==> src/mtpc_pkg.sv <==
// ----------------------------------------------------------------------------
// mtpc_pkg
// Shared types, widths and helpers for the Mandelbrot tile pixel colour block.
// ----------------------------------------------------------------------------
package mtpc_pkg;

    localparam int TILE_SIZE_DEF     = 256;
    localparam int FRACTION_BITS_DEF = 58;

    localparam int COORD_W     = 64;
    localparam int HALF_W      = 32;
    localparam int INDEX_W     = 8;
    localparam int LIMIT_W     = 16;
    localparam int COUNT_W     = 17;
    localparam int LEVEL_W     = 8;
    localparam int WIDE_W      = 128;
    localparam int PROD_W      = COORD_W + INDEX_W;
    localparam int SUM_W       = PROD_W + 2;
    localparam int CFG_INDEX_W = 3;

    localparam logic [LIMIT_W-1:0] LIMIT_RESET = 16'd2000;

    localparam logic [CFG_INDEX_W-1:0] CFG_X_START = 3'd0;
    localparam logic [CFG_INDEX_W-1:0] CFG_Y_START = 3'd1;
    localparam logic [CFG_INDEX_W-1:0] CFG_X_END   = 3'd2;
    localparam logic [CFG_INDEX_W-1:0] CFG_Y_END   = 3'd3;
    localparam logic [CFG_INDEX_W-1:0] CFG_LIMIT   = 3'd4;

    typedef struct packed {
        logic [INDEX_W-1:0] pixel_row;
        logic [INDEX_W-1:0] pixel_column;
    } t_pixel;

    typedef struct packed {
        logic [LEVEL_W-1:0] red;
        logic [LEVEL_W-1:0] green;
        logic [LEVEL_W-1:0] blue;
        logic [COUNT_W-1:0] escape_count;
    } t_result;

    typedef enum logic [1:0] {
        ACC_SR,
        ACC_SI,
        ACC_PR
    } t_acc_sel;

    // shift is in 32-bit words: 0, 1 or 2
    typedef struct packed {
        logic     valid;
        t_acc_sel acc;
        logic [1:0] shift;
    } t_mul_tag;

    function automatic logic [COORD_W-1:0] sat_coord(input logic [SUM_W-1:0] v);
        logic [SUM_W-COORD_W:0] hi_bits;
        hi_bits = v[SUM_W-1:COORD_W-1];
        if (hi_bits == '0 || hi_bits == '1) begin
            return v[COORD_W-1:0];
        end
        return v[SUM_W-1] ? {1'b1, {(COORD_W-1){1'b0}}} : {1'b0, {(COORD_W-1){1'b1}}};
    endfunction

endpackage

==> src/mtpc_coord.sv <==
// ----------------------------------------------------------------------------
// mtpc_coord
// Point coordinate: start + floor((end - start) * index / TILE_SIZE),
// saturated. The power-of-two division is a shift of the exact product.
// ----------------------------------------------------------------------------
module mtpc_coord #(
    parameter int TILE_SIZE = mtpc_pkg::TILE_SIZE_DEF
) (
    input  logic                          i_clk,
    input  logic                          i_rst_n,
    input  logic                          i_go,
    input  logic [mtpc_pkg::COORD_W-1:0]  i_start,
    input  logic [mtpc_pkg::COORD_W-1:0]  i_end,
    input  logic [mtpc_pkg::INDEX_W-1:0]  i_index,
    output logic [mtpc_pkg::COORD_W-1:0]  o_coord,
    output logic                          o_done
);
    import mtpc_pkg::*;

    localparam int SHIFT = $clog2(TILE_SIZE);

    typedef enum logic [1:0] {
        C_IDLE,
        C_MUL,
        C_FIX,
        C_ADD
    } t_state;

    t_state              r_state;
    logic [COORD_W-1:0]  r_start;
    logic [COORD_W-1:0]  r_dmag;
    logic [INDEX_W-1:0]  r_idx;
    logic                r_neg;
    logic [PROD_W-1:0]   r_p;
    logic [PROD_W:0]     r_qs;
    logic [COORD_W-1:0]  r_coord;
    logic                r_done;

    logic                w_neg;
    logic [PROD_W-1:0]   w_prod;
    logic [PROD_W-1:0]   w_quot;
    logic                w_exact;
    logic [SUM_W-1:0]    w_sum;

    assign w_neg   = $signed(i_end) < $signed(i_start);
    assign w_prod  = r_dmag * r_idx;
    assign w_quot  = r_p >> SHIFT;
    assign w_exact = (r_p[SHIFT-1:0] == '0);
    assign w_sum   = {{(SUM_W-COORD_W){r_start[COORD_W-1]}}, r_start}
                   + {r_qs[PROD_W], r_qs};

    always_ff @(posedge i_clk) begin
        if (!i_rst_n) begin
            r_state <= C_IDLE;
            r_done  <= 1'b0;
        end else begin
            r_done <= (r_state == C_ADD);
            case (r_state)
                C_IDLE: begin
                    if (i_go) begin
                        r_start <= i_start;
                        r_idx   <= i_index;
                        r_neg   <= w_neg;
                        r_dmag  <= w_neg ? (i_start - i_end) : (i_end - i_start);
                        r_state <= C_MUL;
                    end
                end
                C_MUL: begin
                    r_p     <= w_prod;
                    r_state <= C_FIX;
                end
                C_FIX: begin
                    // -(q + (rem != 0)) == ~q + (rem == 0)
                    r_qs <= r_neg ? (~{1'b0, w_quot} + (PROD_W+1)'(w_exact))
                                  : {1'b0, w_quot};
                    r_state <= C_ADD;
                end
                C_ADD: begin
                    r_coord <= sat_coord(w_sum);
                    r_state <= C_IDLE;
                end
                default: begin
                    r_state <= C_IDLE;
                end
            endcase
        end
    end

    assign o_coord = r_coord;
    assign o_done  = r_done;

endmodule

==> config.mk <==
export PLATFORM = sky130hd
export DESIGN_NAME = mtpc_coord
export DESIGN_NICKNAME = d
export VERILOG_FILES = /design/src/mtpc_pkg.sv /design/src/mtpc_coord.sv
export SDC_FILE = /design/constraint.sdc
export NUM_CORES = 2
export LEC_CHECK = 0
export ABC_AREA = 1
export BUFFER_PORTS_ARGS = -buffer_cell sky130_fd_sc_hd__buf_2
export CELL_PAD_IN_SITES_DETAIL_PLACEMENT = 2
export CELL_PAD_IN_SITES_GLOBAL_PLACEMENT = 2
export CORE_MARGIN = 3
export CORE_UTILIZATION = 40
export CTS_CLUSTER_DIAMETER = 80
export DETAILED_ROUTE_END_ITERATION = 6
export GPL_TIMING_DRIVEN = 0
export PLACE_DENSITY = 0.86
export REMOVE_ABC_BUFFERS = 1
export SLEW_MARGIN = 20
export SYNTH_ARGS = -nofsm -noshare
export SYNTH_HDL_FRONTEND = slang
export SYNTH_SLANG_ARGS = --single-unit
==> constraint.sdc <==
create_clock -name i_clk -period 15.5 [get_ports i_clk]
set_input_delay 3.1 -clock i_clk [delete_from_list [all_inputs] [get_ports i_clk]]
set_output_delay 3.1 -clock i_clk [all_outputs]
set_load 0.02 [all_outputs]
### Word level (Yosys, flattened, before mapping)

Index checks and enable logic that the tools add are counted.

* register bits after elaboration: 349
* bits in latches: 0
* bits in writable memories: 0
* ROM bits: 0
* word-level logic and storage cells: 40
* memories: 0

* $add $sub $neg: 4
* multipliers: 1
* divide/modulo/power cells: 0
* $lt $le $gt $ge: 1
* equality and inequality tests: 5
* shift-type cells: 0
* multiplexer cells: 10
* bitwise operators: 1
* reduce and logical (&&, ||, !) cells: 8

Operators by type and width (count)
* 64-bit 2-to-1 mux: 5
* 64-bit subtractor: 2
* 64-bit by 73-bit adder with 74-bit output: 1
* 73-bit by 1-bit adder with 73-bit output: 1
* 64-bit NOT with 73-bit output: 1
* 64-bit by 8-bit multiplier with 72-bit output: 1
* 64-bit < comparator: 1
* 11-bit equality test (second input constant): 1
* 11-bit zero test: 1
* 8-bit zero test: 1
* 2-bit case mux with 4 select lines: 1
* 2-bit AND reduction: 3
* 2-bit equality test (second input constant): 2
* 1-bit 2-to-1 mux: 3
* 3-bit AND reduction: 1
* 2-bit by 1-bit equality test with 1-bit output (second input constant): 1
* 2-bit zero test: 1
* 2-bit 2-to-1 mux: 1
* 2-bit != test (second input constant): 1
* 1-bit logical OR: 1

### Depth between registers and ports, before layout

* depth after elaboration: 7
* depth in mapped cells: 26
* depth with buffers taken out: 24

### Worst setup path before layout

No wires, ideal clock.

* kind: in2reg
* from: input port i_rst_n
* to: register r_dmag[0], enable pin
* library setup time: 0.639 ns
* arrival: 8.905 ns
* slack: 5.955 ns
* cell stages on the path: 2
* buffers on the path: 0
* cells stage by stage: nand2_1 -> nor2_1

* word-level cells in the longest chain between the ends: 1

Ends and longest elaborated chain
* from (decl): RTL line mtpc_coord.sv:10 `input logic i_rst_n,`
* 3-bit AND reduction (no source line)
* to (signal assigned): RTL line mtpc_coord.sv:64 `r_dmag <= w_neg ? (i_start - i_end) : (i_end - i_start);`
* to (decl): RTL line mtpc_coord.sv:31 `logic [COORD_W-1:0] r_dmag;`

Every way passes these cells.
A chain may end at the register's enable or synchronous reset.

### Worst setup path in the final report

* from: input port i_end[0] (netlist bit)
* to: register r_dmag[34] (data pin)

* word-level cells in the longest chain between the ends: 2
* elaborated cells between the ends (all ways): 4
* classes of those cells: add/sub (2); order compare (1); mux (1)

Ends and longest elaborated chain
* from (decl): RTL line mtpc_coord.sv:13 `input logic [mtpc_pkg::COORD_W-1:0] i_end,`
* 64-bit subtractor or 64-bit < comparator (tied branches): RTL line mtpc_coord.sv:64, mtpc_coord.sv:45
* 64-bit 2-to-1 mux *: RTL line mtpc_coord.sv:64

Every way passes the cells marked *; elsewhere a longest branch is shown, timed or not.

==> results.md <==
- Worst r2r dst: r_p[46]
- Most common cell after layout, fill and taps aside: nand2_1
- Vias per Instance: 5.59
- Die Wd: 345 um
- Initial Util: 0.406
- Critical path's top delay family: compound AO/OA/AOI/OAI gates
- Placer Congestion: 0.954
- Clock root buffer: clkbuf_16
- Cell taking the most area after synthesis: edfxtp_1
- Post-CTS Hold Fix Bufs: 0
- Drt pass-1 iters: 7
- Post-CTS setup buffers: 0
- Die area: 119000 um^2
- Gr usage total: 0.370
- Adder-Cell Fraction of Synth Area: 0.244
- Synthesis-to-finish area growth: 9.25%
- Max Slew Vio Count: 0
- Hpwl dp: 186000 um
- Antenna viol nets, final: 0
- Max_slew headroom: 0.257
- First-pass GRT wire length: 334000 um
- RSZ-0062 raised after global routing: false
- Synth cell types: 55
- Largest family of logic cells by synthesized area: adder cells
- Setup Viol. Count Final: 0
- CTS Sinks: 349
- Buffers on Ports: 203
- Via count: 45300
- Insertion delay to the later sink of the worst-skew pair: 0.68 ns
- CTS H-tree lvls: 2
- Crit. path cell count: 14
- Worst path cell trace: buf_2 > inv_1 > ha_1 > fa_1 > o21ai_1 > a21oi_2 > o21bai_1 > a21o_1 > nand3_1 > nand3_1 > nand2_4 > inv_4 > nand2_1 > nand2_1
- Outcome: finished clean
- CP max stage delay: 0.70 ns
- Inserted Clock Buffers: 50
- Cell Area, Synth: 46000 um^2
- Synth Warn #: 0
- Synth Register Bits: 349
- Min-delay worst type: reg2reg
- Share of the synthesized area in the top cell type: 0.226
- Worst-Margin Slew: 1.11 ns
- Hold EP: r_state[1]
- XOR/XNOR Fraction of Synth Area: 0.0580
- TritonCTS clock tree: yes
- Die Ht: 345 um
- Final hold violation count: 0
- # rows: 123
- Worst Hold Depth: 2
- Vias in the first global route: 51500
- Final Non-Filler Cells: 8092
- Fin crit period: 7.03 ns
- Crit end category: flop
- Area share of and/or/nand/nor cells after synthesis: 0.220
- Post-Syn Area per Cell: 7.13 um^2
- Critical Path AT: 7.39 ns
- IO Count: 204
- Clock Skew: 0.0416 ns
- Leading post-synthesis cells by cell area: edfxtp_1 23%, fa_1 16%, nand2_1 14%
- MaxCap Viol Count: 0
- Final Cycle Share: 0.454
- Commonest non-fill, non-tap cells in the layout: 1775 x nand2_1, 1439 x inv_1, 515 x nor2_1
- GRT Residual Overflow: 0
- Largest net degree at the start of global routing: 65
- Post-route DRC violation count: 0
- Crit path kind: in2reg
- R2R Setup Slk: 8.75 ns
- CTS Buffer Depth: 3
- Placement Setup Slack: 7.95 ns
- Reg clk slew, reported paths: 0.07 ns
- Buf/Inv on CP: 3
- Fraction of layout cells with a size suffix above 1: 0.0589
- Filler Cell Count: 13500
- Worst-path fanout max: 61
- Initial DRC count: 3066
- Fin Setup TNS: 0 ns
- Fmax: 142 MHz
- Post_cts resized: 0
- Register area share after synthesis: 0.227
- Core area: 113000 um^2
- Dpl cells: 7992
- Setup crit start kind: input pin
- Slowest-stage cell, CP: inv_4
- R2R cell count: 21
- Hold path startpoint: r_state[1]
- Slack of the critical path: 8.47 ns
- Initial antenna violation count: 14
- Final nets: 7356
- R2r startpoint: r_idx[3]
- Worst Path Required: 15.86 ns
- Post-synthesis mux area share: 0
- Final WL: 225000 um
- Post-Syn Instances: 6457
- Routed len/inst: 27.8 um
- Post-synthesis compound-gate area fraction: 0.109
[worst reg2reg max path, delay by kind of cell (launching register included)]
kind	cells	cell delay, ns
xor+xnor	1	0.53
fa+ha+maj	5	2.43
buf+inv	5	0.63
flops	1	0.85
simple gates	10	2.01
[synthesized netlist by cell type, drive strengths merged]
library cell     n
xor2           212
o41ai            3
a221oi           4
a211oi           1
o211ai          22
edfxtp         346
a21o            31
dfxtp            3
o21a            15
nor4            22
clkinv           1
o21ai          265
nand3b           3
nand2         1794
or3              1
o31ai            4
buf             47
clkbuf         161
a21boi          11
o221ai           9
and2             3
a31oi           33
and3             3
nand2b           1
nor3            49
a41oi            4
ha             298
or2              2
nand3          128
xnor2           93
o21bai          51
nor3b            2
o2111ai          7
nor2           526
a31o             1
fa             375
a21oi          445
nand4           21
inv           1459
o31a             1
[flip-flops by register name, indices dropped and copies added, names as in the netlist]
name	cells
r_idx	8
r_dmag	64
o_coord	64
r_qs	73
r_state	2
o_done	1
r_start	64
r_neg	1
r_p	72
[how the worst max path moves through the flow]
stage / startpoint / end / slack [ns]
floorplan: i_rst_n / r_dmag[0] / 5.96
global placement: i_rst_n / r_idx[1] / 1.67
detailed placement: i_start[0] / r_dmag[34] / 7.95
CTS: i_end[0] / r_dmag[34] / 8.58
global route: i_start[0] / r_dmag[34] / 8.30
finish: i_end[0] / r_dmag[34] / 8.47
[cell type report]
class	count	area (um^2)	area share
sequential	349	10500	0.208
clock buffer	54	1290	0.0256
clock inverter	38	394	0.00784
antenna	8	20.0	0.000398
timing repair buffer	243	1690	0.0337
multi-input combinational	4440	29100	0.578
tap	1500	1880	0.0373
inverter	1460	5490	0.109
[routing by layer]
metal  vias to the layer above  global-route usage  wire, um
met5                         -                   0        49
met4                         8               0.192     13600
met3                       533              0.0521     11700
met2                      1507               0.652    111000
met1                     23300               0.437     88400
li1                      19900                   -         -
[kinds of logic (layout without fill, tap and decap cells)]
kind of cell,Yosys count,after routing
xor gates and xnor gates,305,305
DFF,349,349
adders and majority gates,673,673
other,0,8
buffers and inverters,1668,1795
AOI/OAI and AO/OA,907,907
and+or+nand+nor,2555,2555
[stage by stage]
step | util | hold WS (ns) | area (um^2)
after floorplan | - | 0.490 | 45000
after global placement | 0.423 | 0.519 | 47900
after detailed placement | 0.429 | 0.547 | 48600
after CTS | 0.444 | 0.554 | 50300
after global routing | 0.444 | 0.592 | 50300
final | 0.444 | 0.566 | 50300
Power is not shown: default switching activity piles up to over one toggle a cycle in this logic, so the estimate is an artifact.
