$ cat config.mk
export PLATFORM = sky130hd
export DESIGN_NAME = mtpc_mul32
export DESIGN_NICKNAME = d
export VERILOG_FILES = /design/src/mtpc_pkg.sv /design/src/mtpc_mul32.sv
export SDC_FILE = /design/constraint.sdc
export NUM_CORES = 2
export LEC_CHECK = 0
export ABC_AREA = 1
export BUFFER_PORTS_ARGS = -buffer_cell sky130_fd_sc_hd__buf_4
export CELL_PAD_IN_SITES_DETAIL_PLACEMENT = 2
export CELL_PAD_IN_SITES_GLOBAL_PLACEMENT = 2
export CORE_ASPECT_RATIO = 1.5
export CORE_MARGIN = 8
export CORE_UTILIZATION = 42
export CTS_CLUSTER_SIZE = 12
export DETAILED_ROUTE_END_ITERATION = 8
export PLACE_DENSITY_LB_ADDON = 0.1
export RECOVER_POWER = 50
export SLEW_MARGIN = 20
export SYNTH_ARGS = -nofsm -noshare
export SYNTH_HDL_FRONTEND = slang
export SYNTH_SLANG_ARGS = --single-unit
$ cat constraint.sdc
create_clock -name i_clk -period 13.2 [get_ports i_clk]
set_input_delay 1.98 -clock i_clk [delete_from_list [all_inputs] [get_ports i_clk]]
set_output_delay 1.98 -clock i_clk [all_outputs]
set_load 0.01 [all_outputs]
$ cat src/mtpc_pkg.sv
// ----------------------------------------------------------------------------
// mtpc_pkg
// Shared types, widths and helpers for the Mandelbrot tile pixel colour block.
// ----------------------------------------------------------------------------
package mtpc_pkg;

    localparam int TILE_SIZE_DEF     = 256;
    localparam int FRACTION_BITS_DEF = 58;

    localparam int COORD_W     = 64;
    localparam int HALF_W      = 32;
    localparam int INDEX_W     = 8;
    localparam int LIMIT_W     = 16;
    localparam int COUNT_W     = 17;
    localparam int LEVEL_W     = 8;
    localparam int WIDE_W      = 128;
    localparam int PROD_W      = COORD_W + INDEX_W;
    localparam int SUM_W       = PROD_W + 2;
    localparam int CFG_INDEX_W = 3;

    localparam logic [LIMIT_W-1:0] LIMIT_RESET = 16'd2000;

    localparam logic [CFG_INDEX_W-1:0] CFG_X_START = 3'd0;
    localparam logic [CFG_INDEX_W-1:0] CFG_Y_START = 3'd1;
    localparam logic [CFG_INDEX_W-1:0] CFG_X_END   = 3'd2;
    localparam logic [CFG_INDEX_W-1:0] CFG_Y_END   = 3'd3;
    localparam logic [CFG_INDEX_W-1:0] CFG_LIMIT   = 3'd4;

    typedef struct packed {
        logic [INDEX_W-1:0] pixel_row;
        logic [INDEX_W-1:0] pixel_column;
    } t_pixel;

    typedef struct packed {
        logic [LEVEL_W-1:0] red;
        logic [LEVEL_W-1:0] green;
        logic [LEVEL_W-1:0] blue;
        logic [COUNT_W-1:0] escape_count;
    } t_result;

    typedef enum logic [1:0] {
        ACC_SR,
        ACC_SI,
        ACC_PR
    } t_acc_sel;

    // shift is in 32-bit words: 0, 1 or 2
    typedef struct packed {
        logic     valid;
        t_acc_sel acc;
        logic [1:0] shift;
    } t_mul_tag;

    function automatic logic [COORD_W-1:0] sat_coord(input logic [SUM_W-1:0] v);
        logic [SUM_W-COORD_W:0] hi_bits;
        hi_bits = v[SUM_W-1:COORD_W-1];
        if (hi_bits == '0 || hi_bits == '1) begin
            return v[COORD_W-1:0];
        end
        return v[SUM_W-1] ? {1'b1, {(COORD_W-1){1'b0}}} : {1'b0, {(COORD_W-1){1'b1}}};
    endfunction

endpackage

$ cat src/mtpc_mul32.sv
// ----------------------------------------------------------------------------
// mtpc_mul32
// Shared 32x32 unsigned multiplier with registered product and request tag.
// ----------------------------------------------------------------------------
module mtpc_mul32 (
    input  logic                           i_clk,
    input  logic                           i_rst_n,
    input  logic [mtpc_pkg::HALF_W-1:0]    i_a,
    input  logic [mtpc_pkg::HALF_W-1:0]    i_b,
    input  mtpc_pkg::t_mul_tag             i_tag,
    output logic [2*mtpc_pkg::HALF_W-1:0]  o_p,
    output mtpc_pkg::t_mul_tag             o_tag
);
    import mtpc_pkg::*;

    logic [2*HALF_W-1:0] r_p;
    t_mul_tag            r_tag;

    always_ff @(posedge i_clk) begin
        r_p <= i_a * i_b;
        if (!i_rst_n) begin
            r_tag <= '0;
        end else begin
            r_tag <= i_tag;
        end
    end

    assign o_p   = r_p;
    assign o_tag = r_tag;

endmodule

# Word level (Yosys, flattened, before mapping)
# Index checks and enable logic that the tools add are counted.
word_totals:
  inputBits: 71
  out_inout_bits: 69
  wordCells: 5
  reg_bits: 69
op_classes:
  multipliers: 1
ops:
  columns: ["operator", "n"]
  rows:
  - ["$mul A32 B32 Y64", 1]

# Depth between registers and ports, before layout
logic_depth:
  ltp_word: 1
  ltp_mapped: 30
  ltp_nobuf: 29

# Worst setup path before layout
# OpenSTA, ideal clock, no wires.
synth_timing:
  path_kind: "input to register"
  from: "input i_a[25] in the netlist's numbering"
  to: "register r_p[62], in the netlist o_p[62]"
  setup_slack_ns: 5.414
  arrival_time_ns: 7.674
  path_stages: 25
  n_path_buf: 1
  setup_time_ns: 0.112
  required_time_ns: 13.088
  path_cell_list: "clkbuf_1 > nand2_1 > fa_1 > inv_1 > fa_1 > inv_1 > fa_1 > inv_1 > fa_1 > fa_1 > fa_1 > fa_1 > inv_1 > fa_1 > inv_1 > ha_1 > nand2_2 > nor2_1 > inv_2 > nor2_4 > nand2_1 > nor3_2 > nand2_1 > nand3_1 > nand2_1"
synth_between:
  elab_chain_cells: 1
synth_lines:
  columns: ["element", "line_no", "source"]
  rows:
  - ["start, declared", "mtpc_mul32.sv:8", "input logic [mtpc_pkg::HALF_W-1:0] i_a,"]
  - ["$mul A32 B32 Y64", "mtpc_mul32.sv:20", "r_p <= i_a * i_b;"]
  - ["end signal, assigned", "mtpc_mul32.sv:20", null]
  - ["end, declared", "mtpc_mul32.sv:16", "logic [2*HALF_W-1:0] r_p;"]
# No other way between the ends.
# A chain may end at the register's enable or synchronous reset.

# Final worst setup path
layout_timing:
  from: "input i_a[0] in the netlist's numbering"
  to: "register r_p[28], in the netlist o_p[28]"
# The elaborated chain is that of the path after synthesis.

==> impl_table.tex <==
\begin{tabular}{lr}
\hline
Metric & Value \\
\hline
\multicolumn{2}{l}{\textbf{Status}} \\
Outcome & finished with violations \\
Violations in the final reports & max-capacitance violations, max-slew violations \\
\multicolumn{2}{l}{\textbf{Timing}} \\
RSZ-0062 raised after global routing & no \\
Post-layout min period & 9670 ps \\
Measured slew at the worst slew-check pin & 2430 ps \\
Period Utilization, post-route & 73.2\% \\
Hold violation count in the final report & 0 \\
Slew Limit Headroom & -62.1\% \\
Number of failing setup endpoints in the final timing report & 0 \\
Accumulated negative setup slack & 0 ps \\
Fmax & 103 MHz \\
Fin. max-slew vios & 33 \\
\multicolumn{2}{l}{\textbf{CTS}} \\
Number of buffers added by the clock tree synthesis step & 9 \\
Reg clk slew, reported paths & 70 ps \\
Total of cells resized after clock tree synthesis & 0 \\
\# clock sinks & 69 \\
Root Buffer Master & sky130\_fd\_sc\_hd\_\_clkbuf\_16 \\
Hold buffer count at cts & 0 \\
CTS Buffer Depth & 2 \\
H-tree level count & 3 \\
Post-CTS setup buffer count & 0 \\
Clock tree from TritonCTS & done \\
\multicolumn{2}{l}{\textbf{Cells and area}} \\
NumNets Final & 6224 \\
ANT cells & 0 \\
Storage cell area & 0.00138 mm\^{}2 \\
Share of post-route cells with drive strength above 1 & 2.74\% \\
Area Overhead vs Synth & 5.03\% \\
Multi-input gate area in the final layout & 0.0289 mm\^{}2 \\
Cell area after layout & 0.0394 mm\^{}2 \\
Filler cell count in the final layout & 10593 \\
\multicolumn{2}{l}{\textbf{GRT}} \\
Leftover overflow at the end of global routing & 0 \\
Maximum number of pins on one net before global-route repair & 33 \\
Via count of the first global-routing pass & 39055 \\
First-pass GRT wire length & 225 mm \\
Combined global-route utilization of all metal layers & 30.0\% \\
Antenna violations before repair & 0 \\
\multicolumn{2}{l}{\textbf{Yosys}} \\
Number of flops mapped to enable cells by yosys & 0 \\
Synthesis-stage register bit count & 69 \\
Post-synthesis sequential area ratio & 3.69\% \\
Syn Inst Count & 5036 \\
Number of distinct library cells after synthesis & 21 \\
Synth area leader & sky130\_fd\_sc\_hd\_\_fa\_1 \\
Post-synthesis average cell area & 7.44 um\^{}2 \\
Flip-flop cell with the highest count after synthesis & sky130\_fd\_sc\_hd\_\_dfxtp\_1 \\
Number of warnings printed during yosys synthesis & 0 \\
Fraction of post-synthesis cell area in the top cell type by area & 47.9\% \\
Post-synthesis instance area & 0.0375 mm\^{}2 \\
Fraction of registers with async set/reset & 0\% \\
Net Count, Synth & 6266 \\
Synth top area cells & sky130\_fd\_sc\_hd\_\_fa\_1, sky130\_fd\_sc\_hd\_\_inv\_1, sky130\_fd\_sc\_hd\_\_nand2\_1, sky130\_fd\_sc\_hd\_\_ha\_1, sky130\_fd\_sc\_hd\_\_dfxtp\_1 \\
\multicolumn{2}{l}{\textbf{Route}} \\
Detailed-route wire length & 145 mm \\
First DRT Iteration DRCs & 1291 \\
Wire per inst & 23.6 um \\
Iteration count of the initial detailed-routing pass & 4 \\
Antenna Nets Post-Route & 0 \\
Total via count in the routed design & 31481 \\
Via density & 5.11 \\
Number of design rule violations left after detail routing & 0 \\
\multicolumn{2}{l}{\textbf{Worst setup path}} \\
Launching element of the worst setup path & i\_a[0] \\
CP Launch Type & input port \\
Data required time at the worst endpoint & 13430 ps \\
Peak fanout along the critical path & 32 \\
Class of the most critical setup path & input port to register \\
Capturing element type of the critical path & register \\
Worst Path Arrival & 9900 ps \\
\multicolumn{2}{l}{\textbf{Placement}} \\
Half-perimeter wire length after placement & 122 mm \\
Count of input and output buffers & 139 \\
Final estimated routing congestion in global placement & 0.892 \\
Total cell area at the placement stage & 0.0393 mm\^{}2 \\
\multicolumn{2}{l}{\textbf{Die}} \\
Number of core rows & 134 \\
Horizontal die dimension & 260 um \\
Die footprint & 0.0993 mm\^{}2 \\
Initial standard-cell utilization of the core & 42.3\% \\
Die Y & 382 um \\
Core outline area & 0.0887 mm\^{}2 \\
Number of placed I/O pins & 140 \\
\multicolumn{2}{l}{\textbf{Min path}} \\
Hold path start & i\_tag[2] \\
Number of cells on the worst hold path & 3 \\
Worst Hold Path EP & o\_tag[2] \\
Worst Hold Class & input port to register \\
\multicolumn{2}{l}{\textbf{Flow run}} \\
Max-capacitance violation count & 1 \\
\hline
\end{tabular}
==> stage by stage <==
step	hold WS, ps	instances	worst slack, ps	util (%)
final	1790	6155	3530	44.4
after global routing	1810	6155	3250	44.4
after CTS	1790	6155	4370	44.7
after floorplan	2070	5036	5410	-
after global placement	2160	6139	4150	44.3
after detailed placement	2170	6139	4040	44.3
==> state kept, by name (all words and copies together), names as in the netlist <==
register  cells
o_p          64
o_tag         5
==> placed cells by master, fill, tap and decap left out <==
cell / instances
sky130_fd_sc_hd__nand2_1: 1575
sky130_fd_sc_hd__nand3_2: 6
sky130_fd_sc_hd__inv_6: 1
sky130_fd_sc_hd__bufinv_16: 3
sky130_fd_sc_hd__fa_1: 896
sky130_fd_sc_hd__o21ai_0: 2
sky130_fd_sc_hd__buf_4: 75
sky130_fd_sc_hd__xnor2_1: 4
sky130_fd_sc_hd__nor3_1: 12
sky130_fd_sc_hd__a21oi_1: 43
sky130_fd_sc_hd__clkbuf_1: 64
sky130_fd_sc_hd__nor2_4: 5
sky130_fd_sc_hd__dfxtp_1: 69
sky130_fd_sc_hd__o21bai_1: 12
sky130_fd_sc_hd__inv_1: 1734
sky130_fd_sc_hd__nor3_2: 6
sky130_fd_sc_hd__inv_2: 5
sky130_fd_sc_hd__nand4_1: 16
sky130_fd_sc_hd__inv_8: 2
sky130_fd_sc_hd__nor2_1: 83
sky130_fd_sc_hd__nand3_1: 57
sky130_fd_sc_hd__clkbuf_16: 9
sky130_fd_sc_hd__nand2_2: 9
sky130_fd_sc_hd__xor2_1: 32
sky130_fd_sc_hd__clkinv_4: 1
sky130_fd_sc_hd__nor2_2: 15
sky130_fd_sc_hd__ha_1: 263
==> cells by family after synthesis <==
group / synth area share, %
buffers and inverters: 19.3
AND/OR/NAND/NOR: 18.7
adder cells (fa/ha/maj): 56.6
flip-flops: 3.69
AO/OA/AOI/OAI: 0.841
XOR/XNOR: 0.841
==> worst max-delay path by stage <==
stage	end	slack, ps	depth (start not counted)
final	o_p[28]	3530	21
after global routing	o_p[28]	3250	21
after CTS	o_p[60]	4370	23
after global placement	o_p[28]	4150	23
after detailed placement	o_p[60]	4040	23
after floorplan	o_p[62]	5410	25
==> synthesized netlist by cell type (6+ instances only) <==
library cell	number
sky130_fd_sc_hd__nor3_1	12
sky130_fd_sc_hd__dfxtp_1	69
sky130_fd_sc_hd__xor2_1	32
sky130_fd_sc_hd__nand3_2	6
sky130_fd_sc_hd__nand4_1	16
sky130_fd_sc_hd__nand3_1	57
sky130_fd_sc_hd__nor3_2	6
sky130_fd_sc_hd__nand2_2	9
sky130_fd_sc_hd__nor2_1	83
sky130_fd_sc_hd__ha_1	263
sky130_fd_sc_hd__inv_1	1734
sky130_fd_sc_hd__o21bai_1	12
sky130_fd_sc_hd__fa_1	896
sky130_fd_sc_hd__a21oi_1	43
sky130_fd_sc_hd__clkbuf_1	192
sky130_fd_sc_hd__nor2_2	15
sky130_fd_sc_hd__nand2_1	1575
==> routing by layer <==
| layer | GRT usage, % | wire length [um] | up-vias |
|---|---|---|---|
| li1 | - | - | 13554 |
| met1 | 32.1 | 52000 | 16679 |
| met2 | 57.5 | 80100 | 839 |
| met3 | 2.85 | 5040 | 409 |
| met4 | 15.1 | 8340 | 0 |
| met5 | 0 | 0 | - |
==> area by class of cell <==
class / instances / share of cell area, %
multi-input cells: 3036 / 73.3
inverters: 1739 / 16.6
well taps: 1156 / 3.67
flip-flops and latches: 69 / 3.51
repair buffers: 139 / 2.04
clock buffers: 9 / 0.572
clock inverters: 7 / 0.331
==> worst max-delay path, cell delays in order <==
cell and delay (ps):
sky130_fd_sc_hd__clkbuf_1 1690, sky130_fd_sc_hd__nand2_1 200, sky130_fd_sc_hd__fa_1 480, sky130_fd_sc_hd__inv_1 90, sky130_fd_sc_hd__fa_1 460, sky130_fd_sc_hd__ha_1 210
sky130_fd_sc_hd__inv_1 80, sky130_fd_sc_hd__fa_1 460, sky130_fd_sc_hd__fa_1 560, sky130_fd_sc_hd__inv_1 50, sky130_fd_sc_hd__fa_1 490, sky130_fd_sc_hd__fa_1 560
sky130_fd_sc_hd__fa_1 510, sky130_fd_sc_hd__ha_1 480, sky130_fd_sc_hd__nand2_2 110, sky130_fd_sc_hd__nor2_1 190, sky130_fd_sc_hd__inv_1 130, sky130_fd_sc_hd__nor2_1 320
sky130_fd_sc_hd__a21oi_1 140, sky130_fd_sc_hd__nand2_1 320, sky130_fd_sc_hd__xor2_1 350
Power is left out: the tool's default activity adds up to more than one toggle a clock period on the data nets, which glitch-free logic cannot reach.
