<file path="src/mtpc_pkg.sv">
// ----------------------------------------------------------------------------
// mtpc_pkg
// Shared types, widths and helpers for the Mandelbrot tile pixel colour block.
// ----------------------------------------------------------------------------
package mtpc_pkg;

    localparam int TILE_SIZE_DEF     = 256;
    localparam int FRACTION_BITS_DEF = 58;

    localparam int COORD_W     = 64;
    localparam int HALF_W      = 32;
    localparam int INDEX_W     = 8;
    localparam int LIMIT_W     = 16;
    localparam int COUNT_W     = 17;
    localparam int LEVEL_W     = 8;
    localparam int WIDE_W      = 128;
    localparam int PROD_W      = COORD_W + INDEX_W;
    localparam int SUM_W       = PROD_W + 2;
    localparam int CFG_INDEX_W = 3;

    localparam logic [LIMIT_W-1:0] LIMIT_RESET = 16'd2000;

    localparam logic [CFG_INDEX_W-1:0] CFG_X_START = 3'd0;
    localparam logic [CFG_INDEX_W-1:0] CFG_Y_START = 3'd1;
    localparam logic [CFG_INDEX_W-1:0] CFG_X_END   = 3'd2;
    localparam logic [CFG_INDEX_W-1:0] CFG_Y_END   = 3'd3;
    localparam logic [CFG_INDEX_W-1:0] CFG_LIMIT   = 3'd4;

    typedef struct packed {
        logic [INDEX_W-1:0] pixel_row;
        logic [INDEX_W-1:0] pixel_column;
    } t_pixel;

    typedef struct packed {
        logic [LEVEL_W-1:0] red;
        logic [LEVEL_W-1:0] green;
        logic [LEVEL_W-1:0] blue;
        logic [COUNT_W-1:0] escape_count;
    } t_result;

    typedef enum logic [1:0] {
        ACC_SR,
        ACC_SI,
        ACC_PR
    } t_acc_sel;

    // shift is in 32-bit words: 0, 1 or 2
    typedef struct packed {
        logic     valid;
        t_acc_sel acc;
        logic [1:0] shift;
    } t_mul_tag;

    function automatic logic [COORD_W-1:0] sat_coord(input logic [SUM_W-1:0] v);
        logic [SUM_W-COORD_W:0] hi_bits;
        hi_bits = v[SUM_W-1:COORD_W-1];
        if (hi_bits == '0 || hi_bits == '1) begin
            return v[COORD_W-1:0];
        end
        return v[SUM_W-1] ? {1'b1, {(COORD_W-1){1'b0}}} : {1'b0, {(COORD_W-1){1'b1}}};
    endfunction

endpackage

</file>
<file path="src/mtpc_colour.sv">
// ----------------------------------------------------------------------------
// mtpc_colour
// Maps an escape count to RGB through six bands. Three-stage pipeline;
// constant division by reciprocal multiply with one correction step.
// ----------------------------------------------------------------------------
module mtpc_colour (
    input  logic                          i_clk,
    input  logic                          i_rst_n,
    input  logic                          i_go,
    input  logic [mtpc_pkg::COUNT_W-1:0]  i_count,
    input  logic                          i_escaped,
    output logic                          o_done,
    output mtpc_pkg::t_result             o_result
);
    import mtpc_pkg::*;

    localparam int M_W      = COUNT_W + LEVEL_W;
    localparam int RECIP_W  = 26;
    localparam int MP_W     = M_W + RECIP_W;
    localparam int DIV_SH   = 32;
    localparam int Q_W      = MP_W - DIV_SH;
    localparam int D_W      = 9;
    localparam int R_W      = Q_W + D_W;

    localparam logic [RECIP_W-1:0] RECIP_100 = 26'd42949672;
    localparam logic [RECIP_W-1:0] RECIP_500 = 26'd8589934;
    localparam logic [D_W-1:0]     DIV_100   = 9'd100;
    localparam logic [D_W-1:0]     DIV_500   = 9'd500;

    localparam logic [COUNT_W-1:0] BAND_1 = 17'd100;
    localparam logic [COUNT_W-1:0] BAND_2 = 17'd200;
    localparam logic [COUNT_W-1:0] BAND_3 = 17'd300;
    localparam logic [COUNT_W-1:0] BAND_4 = 17'd400;
    localparam logic [COUNT_W-1:0] BAND_5 = 17'd500;

    typedef enum logic [2:0] {
        B_RED,
        B_GREEN,
        B_BLUE,
        B_MAGENTA,
        B_CYAN,
        B_GRAY,
        B_BLACK
    } t_band;

    logic               r_v1, r_v2, r_done;
    t_band              r_band1, r_band2;
    logic [COUNT_W-1:0] r_count1, r_count2;
    logic [M_W-1:0]     r_m1, r_m2;
    logic [MP_W-1:0]    r_prod2;
    t_result            r_result;

    t_band              w_band;
    logic [COUNT_W-1:0] w_base;
    logic [COUNT_W-1:0] w_x;
    logic [M_W-1:0]     w_m;
    logic [RECIP_W-1:0] w_recip;
    logic [D_W-1:0]     w_div;
    logic [Q_W-1:0]     w_qest;
    logic [R_W-1:0]     w_qd;
    logic [R_W-1:0]     w_rem;
    logic [Q_W-1:0]     w_q;
    logic [LEVEL_W-1:0] w_level;
    t_result            w_result;

    always_comb begin
        if (!i_escaped) begin
            w_band = B_BLACK;
            w_base = i_count;
        end else if (i_count < BAND_1) begin
            w_band = B_RED;
            w_base = '0;
        end else if (i_count < BAND_2) begin
            w_band = B_GREEN;
            w_base = BAND_1;
        end else if (i_count < BAND_3) begin
            w_band = B_BLUE;
            w_base = BAND_2;
        end else if (i_count < BAND_4) begin
            w_band = B_MAGENTA;
            w_base = BAND_3;
        end else if (i_count < BAND_5) begin
            w_band = B_CYAN;
            w_base = BAND_4;
        end else begin
            w_band = B_GRAY;
            w_base = BAND_5;
        end
    end

    assign w_x     = i_count - w_base;
    assign w_m     = {w_x, {LEVEL_W{1'b0}}} - {{LEVEL_W{1'b0}}, w_x};
    assign w_recip = (r_band1 == B_GRAY) ? RECIP_500 : RECIP_100;
    assign w_div   = (r_band2 == B_GRAY) ? DIV_500 : DIV_100;
    assign w_qest  = r_prod2[MP_W-1:DIV_SH];
    assign w_qd    = R_W'(w_qest) * R_W'(w_div);
    assign w_rem   = R_W'(r_m2) - w_qd;
    assign w_q     = (w_rem >= R_W'(w_div)) ? (w_qest + 1'b1) : w_qest;
    assign w_level = w_q[LEVEL_W-1:0];

    always_comb begin
        w_result              = '0;
        w_result.escape_count = r_count2;
        case (r_band2)
            B_RED:     w_result.red = w_level;
            B_GREEN:   w_result.green = w_level;
            B_BLUE:    w_result.blue = w_level;
            B_MAGENTA: begin
                w_result.red  = w_level;
                w_result.blue = w_level;
            end
            B_CYAN: begin
                w_result.green = w_level;
                w_result.blue  = w_level;
            end
            B_GRAY: begin
                w_result.red   = w_level;
                w_result.green = w_level;
                w_result.blue  = w_level;
            end
            default: begin
            end
        endcase
    end

    always_ff @(posedge i_clk) begin
        r_band1  <= w_band;
        r_count1 <= i_count;
        r_m1     <= w_m;
        r_band2  <= r_band1;
        r_count2 <= r_count1;
        r_m2     <= r_m1;
        r_prod2  <= r_m1 * w_recip;
        if (r_v2) begin
            r_result <= w_result;
        end
        if (!i_rst_n) begin
            r_v1   <= 1'b0;
            r_v2   <= 1'b0;
            r_done <= 1'b0;
        end else begin
            r_v1   <= i_go;
            r_v2   <= r_v1;
            r_done <= r_v2;
        end
    end

    assign o_done   = r_done;
    assign o_result = r_result;

endmodule

</file>
<file path="config.mk">
export PLATFORM = sky130hd
export DESIGN_NAME = mtpc_colour
export DESIGN_NICKNAME = d
export VERILOG_FILES = /design/src/mtpc_pkg.sv /design/src/mtpc_colour.sv
export SDC_FILE = /design/constraint.sdc
export NUM_CORES = 1
export LEC_CHECK = 0
export ABC_AREA = 1
export BUFFER_PORTS_ARGS = -buffer_cell sky130_fd_sc_hd__clkbuf_2
export CAP_MARGIN = 20
export CORE_ASPECT_RATIO = 0.5
export CORE_UTILIZATION = 55
export CTS_BUF_LIST = sky130_fd_sc_hd__clkbuf_4
export DETAILED_ROUTE_END_ITERATION = 16
export GPL_TIMING_DRIVEN = 0
export HOLD_SLACK_MARGIN = 0.06
export PLACE_DENSITY = 0.72
export SLEW_MARGIN = 20
export SYNTH_ARGS = -nofsm -noshare
export SYNTH_HDL_FRONTEND = slang
export SYNTH_SLANG_ARGS = --single-unit
</file>
<file path="constraint.sdc">
create_clock -name i_clk -period 12.61 [get_ports i_clk]
set_input_delay 1.8915 -clock i_clk [delete_from_list [all_inputs] [get_ports i_clk]]
set_output_delay 1.8915 -clock i_clk [all_outputs]
set_load 0.005 [all_outputs]
</file>
# After elaboration in Yosys (flattened, before gate mapping)
# Index checks and enable logic that the tools add are counted.
[word_totals]
ff_bits = 185
in_bits = 21
[op_classes]
addsub = 4
multipliers = 2
order_cmp = 6
eq_ne = 6
mux = 14
bitwise_logic = 1
reduce_logical = 5
[ops]
columns = ["op", "n"]
rows = [
  ["$lt A17 B9 Y1 const B", 3],
  ["$mul A25 B26 Y51", 1],
  ["$mux W9", 4],
  ["$ge A28 B9 Y1", 1],
  ["$mul A19 B9 Y28", 1],
  ["$sub A25 B28 Y28", 1],
  ["$mux W26", 1],
  ["$sub A25 B17 Y25", 1],
  ["$lt A17 B7 Y1 const B", 1],
  ["$lt A17 B8 Y1 const B", 1],
  ["$mux W17", 1],
  ["$sub A17 B17 Y17", 1],
  ["$mux W8", 2],
  ["$mux W3", 4],
  ["$eq A3 B3 Y1 const B", 3],
  ["$add A8 B1 Y8 const B", 1],
  ["$mux W7", 1],
  ["$eq A3 B2 Y1 const B", 2],
  ["$reduce_or A3 Y1", 2],
  ["$reduce_or A4 Y1", 1],
  ["$eq A3 B1 Y1 const B", 1],
  ["$logic_not A3 Y1", 1],
  ["$reduce_or A2 Y1", 1],
  ["$mux W1", 1],
  ["$not A1 Y1", 1],
]

# Logic depth before layout (Yosys ltp)
[depth]
word_depth = 9
mapped_depth = 36

# Worst setup path before layout
# No wires, ideal clock.
[synth_timing]
kind = "register to register"
from = "register r_band1[1]"
to = "register r_prod2[44]"
setup_time_ps = 72
arrival_ps = 6342
required_ps = 12538
path_slack_ps = 6196
path_stages_with_launch = 28
n_path_buf = 3
synth_period_minus_slack_ps = 6414
cell_sequence = "dfxtp_1 inv_1 nand3_1 clkbuf_1 clkbuf_1 clkbuf_1 nor2_1 ha_1 fa_1 inv_1 fa_1 inv_1 fa_1 fa_1 inv_1 fa_1 fa_1 inv_1 ha_1 nand2_1 nor2_1 nand2_1 nor3_1 nand2_1 o221ai_1 a21oi_1 o21ai_0 xor2_1"
[synth_between]
elab_chain_len = 3
[synth_lines]
columns = ["element", "line_no", "rtl"]
rows = [
  ["start: declaration", "mtpc_colour.sv:47", "t_band r_band1, r_band2;"],
  ["start signal: assignment", "mtpc_colour.sv:127", "r_band1 <= w_band;"],
  ["$eq A3 B3 Y1", "mtpc_colour.sv:93", "assign w_recip = (r_band1 == B_GRAY) ? RECIP_500 : RECIP_100;"],
  ["$mux W26", "mtpc_colour.sv:93", ""],
  ["$mul A25 B26 Y51", "mtpc_colour.sv:133", "r_prod2 <= r_m1 * w_recip;"],
  ["end signal: assignment", "mtpc_colour.sv:133", ""],
  ["end: declaration", "mtpc_colour.sv:50", "logic [MP_W-1:0] r_prod2;"],
]
# Every way passes these cells.
# A chain may end at the register's enable or synchronous reset.

# Worst setup path after layout
[layout_timing]
from = "register r_band1[2]"
to = "register r_prod2[41]"
# The elaborated chain is that of the path after synthesis.

==> flow_metrics.env <==
export IMPL_synth_edf_count=41
export IMPL_end_kind="flop"
export IMPL_grt_max_degree=27
export IMPL_drc=0
export IMPL_syn_mean_instance_area_um2=8.35
export IMPL_grt_pass1_vias=19600
export IMPL_drtAntennaViolNets=0
export IMPL_synth_main_ff_cell="dfxtp_1"
export IMPL_timing_max_cap_violations=0
export IMPL_cp_max_fo=10
export IMPL_fin_skew_ps=50.2
export IMPL_cts_htree_levels=4
export IMPL_totalWireLength_um=60500
export IMPL_post_cts_setup_buffers=0
export IMPL_setup_viol=0
export IMPL_postCtsHoldBufs=0
export IMPL_die_w_um=302
export IMPL_cts_resized=0
export IMPL_gp_congestion=0.947
export IMPL_clk_pin_slew_ps=180
export IMPL_pin_count=63
export IMPL_io_buffers=62
export IMPL_synth_common_cells="881 x inv_1, 416 x nand2_1, 415 x ha_1"
export IMPL_synth_area_mm2=0.0248
export IMPL_m1WireLength_um=27900
export IMPL_dp_final_hpwl_um=53800
export IMPL_grt_pass1_wl_um=100000
export IMPL_seq_area_frac_synth_pct=13.9
export IMPL_vias=18900
export IMPL_wl_met3_um=4390
export IMPL_netlist_area_leader_share_pct=29.9
export IMPL_outcome="finished clean"
export IMPL_antenna_found_initial=4
export IMPL_slew_headroom_pct=25.8
export IMPL_finalNetCount=3869
export IMPL_avgViaCountPerCell=5.16
export IMPL_die_area_mm2=0.0460
export IMPL_ys_async_sr_fraction_pct=0
export IMPL_tightest_slew_ps=1110
export IMPL_grt_setup_unrepaired="false"
export IMPL_worstSetupPathType="flop to flop"
export IMPL_routed_top_layer="met4"
export IMPL_cts_tree="yes"
export IMPL_drt_initial_drc_count=1199
export IMPL_cts_root_buf="clkbuf_4"
export IMPL_numCtsBuffers=17
export IMPL_slew_violations=0
export IMPL_setup_tns_ps=0
export IMPL_synthTopCellsByArea="fa_1 30%, ha_1 21%, inv_1 13%, dfxtp_1 8.9%, nand2_1 6.3%"
export IMPL_finalHoldViolations=0
export IMPL_yosysTopAreaCell="fa_1"
export IMPL_required_ps=13010
export IMPL_seqCellArea_mm2=0.00345
export IMPL_n_fill_cell=3951
export IMPL_yosysWarnings=0
export IMPL_synthCells=2972
export IMPL_synth_seq_cells=152
export IMPL_wire_per_inst_um=16.5
export IMPL_dr_pass1_iters=5
export IMPL_start_util_pct=56.4
export IMPL_synth_most_common_cell="inv_1"
export IMPL_insertion_delay_ps=560
export IMPL_ys_types=52
export IMPL_worst_endpoint_arrival_ps=9040
export IMPL_fmax_mhz=116
export IMPL_fp_row_count=54
export IMPL_startpoint_type="flop"
export IMPL_layout_drive_gt1_share_pct=4.39
export IMPL_clock_path_buffers=2
export IMPL_die_y_um=152
export IMPL_syn_to_final_growth_pct=5.78
export IMPL_met2_length_um=26900
export IMPL_overflow=0
export IMPL_cts_sinks=152
export IMPL_track_usage_pct=27.8
export IMPL_finalCriticalPeriod_ps=8640
export IMPL_multi_input_area_mm2=0.0180
export IMPL_hold_class="flop to flop"
export IMPL_post_route_period_util_pct=68.5
export IMPL_core_region_area_mm2=0.0441
[registers in the layout, summed over array words and instances (netlist names)]
register  cells
o_done        1
r_band2       3
r_count2     17
r_v1          1
r_band1       3
r_prod2      19
r_m1         25
r_v2          1
r_count1     17
r_m2         24
o_result     41
[cell families (layout without fill, tap and decap cells)]
family | after synthesis | in the layout | synth area share [%]
compound gates | 245 | 245 | 5.43
xor+xnor | 62 | 62 | 2.25
fa+ha+maj | 786 | 786 | 50.8
buf+inv | 901 | 996 | 13.6
flops | 152 | 152 | 13.9
mux | 1 | 1 | 0.0403
other cells | 1 | 10 | 0.0151
simple gates | 824 | 824 | 13.9
[path summary, 6_finish.rpt]
check                           slack [ps]             startpoint  depth (start not counted)                   end
worst max-delay path                  3970  r_band1[2]$_SDFF_PN1_                         23   r_prod2[41]$_DFF_P_
worst min-delay path                   330   r_count1[11]$_DFF_P_                          0  r_count2[11]$_DFF_P_
worst max register to register        3970  r_band1[2]$_SDFF_PN1_                         23   r_prod2[41]$_DFF_P_
worst min register to register         330   r_count1[11]$_DFF_P_                          0  r_count2[11]$_DFF_P_
[layout make-up]
cell class,instances,area share (%)
timing repair buffer,63,1.29
buffer,14,0.200
clock inverter,15,0.762
multi-input combinational,1927,68.6
sequential,152,13.2
antenna,1,0.00953
inverter,887,12.7
clock buffer,17,0.486
tap,588,2.80
[placed cells by master, fill, tap and decap left out, types with 5 or more instances in the layout]
master      n
a21oi_1   126
a31oi_1    10
clkbuf_1   12
clkbuf_2   62
clkbuf_4   17
clkinv_8    5
conb_1      9
dfxtp_1   110
edfxtp_1   41
fa_1      371
ha_1      415
inv_1     881
nand2_1   416
nand3_1    79
nand4_1    21
nor2_1    241
nor3_1     17
nor4_1      7
o21a_1     13
o21ai_0    66
o21bai_1    7
or2_2      14
xnor2_1    13
xor2_1     47
[metal layers]
layer | vias to the layer above | global-route usage, %
met1 | 9105 | 39.8
met2 | 549 | 44.2
met3 | 94 | 4.56
met5 | - | 0
li1 | 9172 | -
met4 | 0 | 6.25
[through the flow]
| stage | std cells | setup WS, ps | area [um^2] | util (%) | hold slack [ps] |
|---|---|---|---|---|---|
| global placement | 3630 | 4190 | 25900 | 58.8 | 310 |
| global route | 3664 | 3860 | 26300 | 59.6 | 328 |
| CTS | 3663 | 4150 | 26300 | 59.6 | 328 |
| finish | 3664 | 3970 | 26300 | 59.6 | 326 |
| floorplan | 2980 | 6200 | 24900 | - | 310 |
| detailed placement | 3631 | 4210 | 25900 | 58.9 | 312 |
[worst max-delay path, cell delays in order, from the launching register on]
cell	delay [ps]
dfxtp_1	350
nand3_1	230
clkbuf_1	690
clkbuf_1	590
clkbuf_1	560
nor2_1	300
ha_1	360
inv_1	50
fa_1	480
fa_1	540
fa_1	550
fa_1	560
fa_1	560
inv_1	60
fa_1	560
ha_1	370
nand2_1	110
nor2_1	140
inv_1	70
nor2_1	130
nand3_1	80
o21ai_0	620
a21oi_1	170
xnor2_1	360
Power is not shown: default switching activity piles up to over one toggle a cycle in this logic, so the estimate is an artifact.
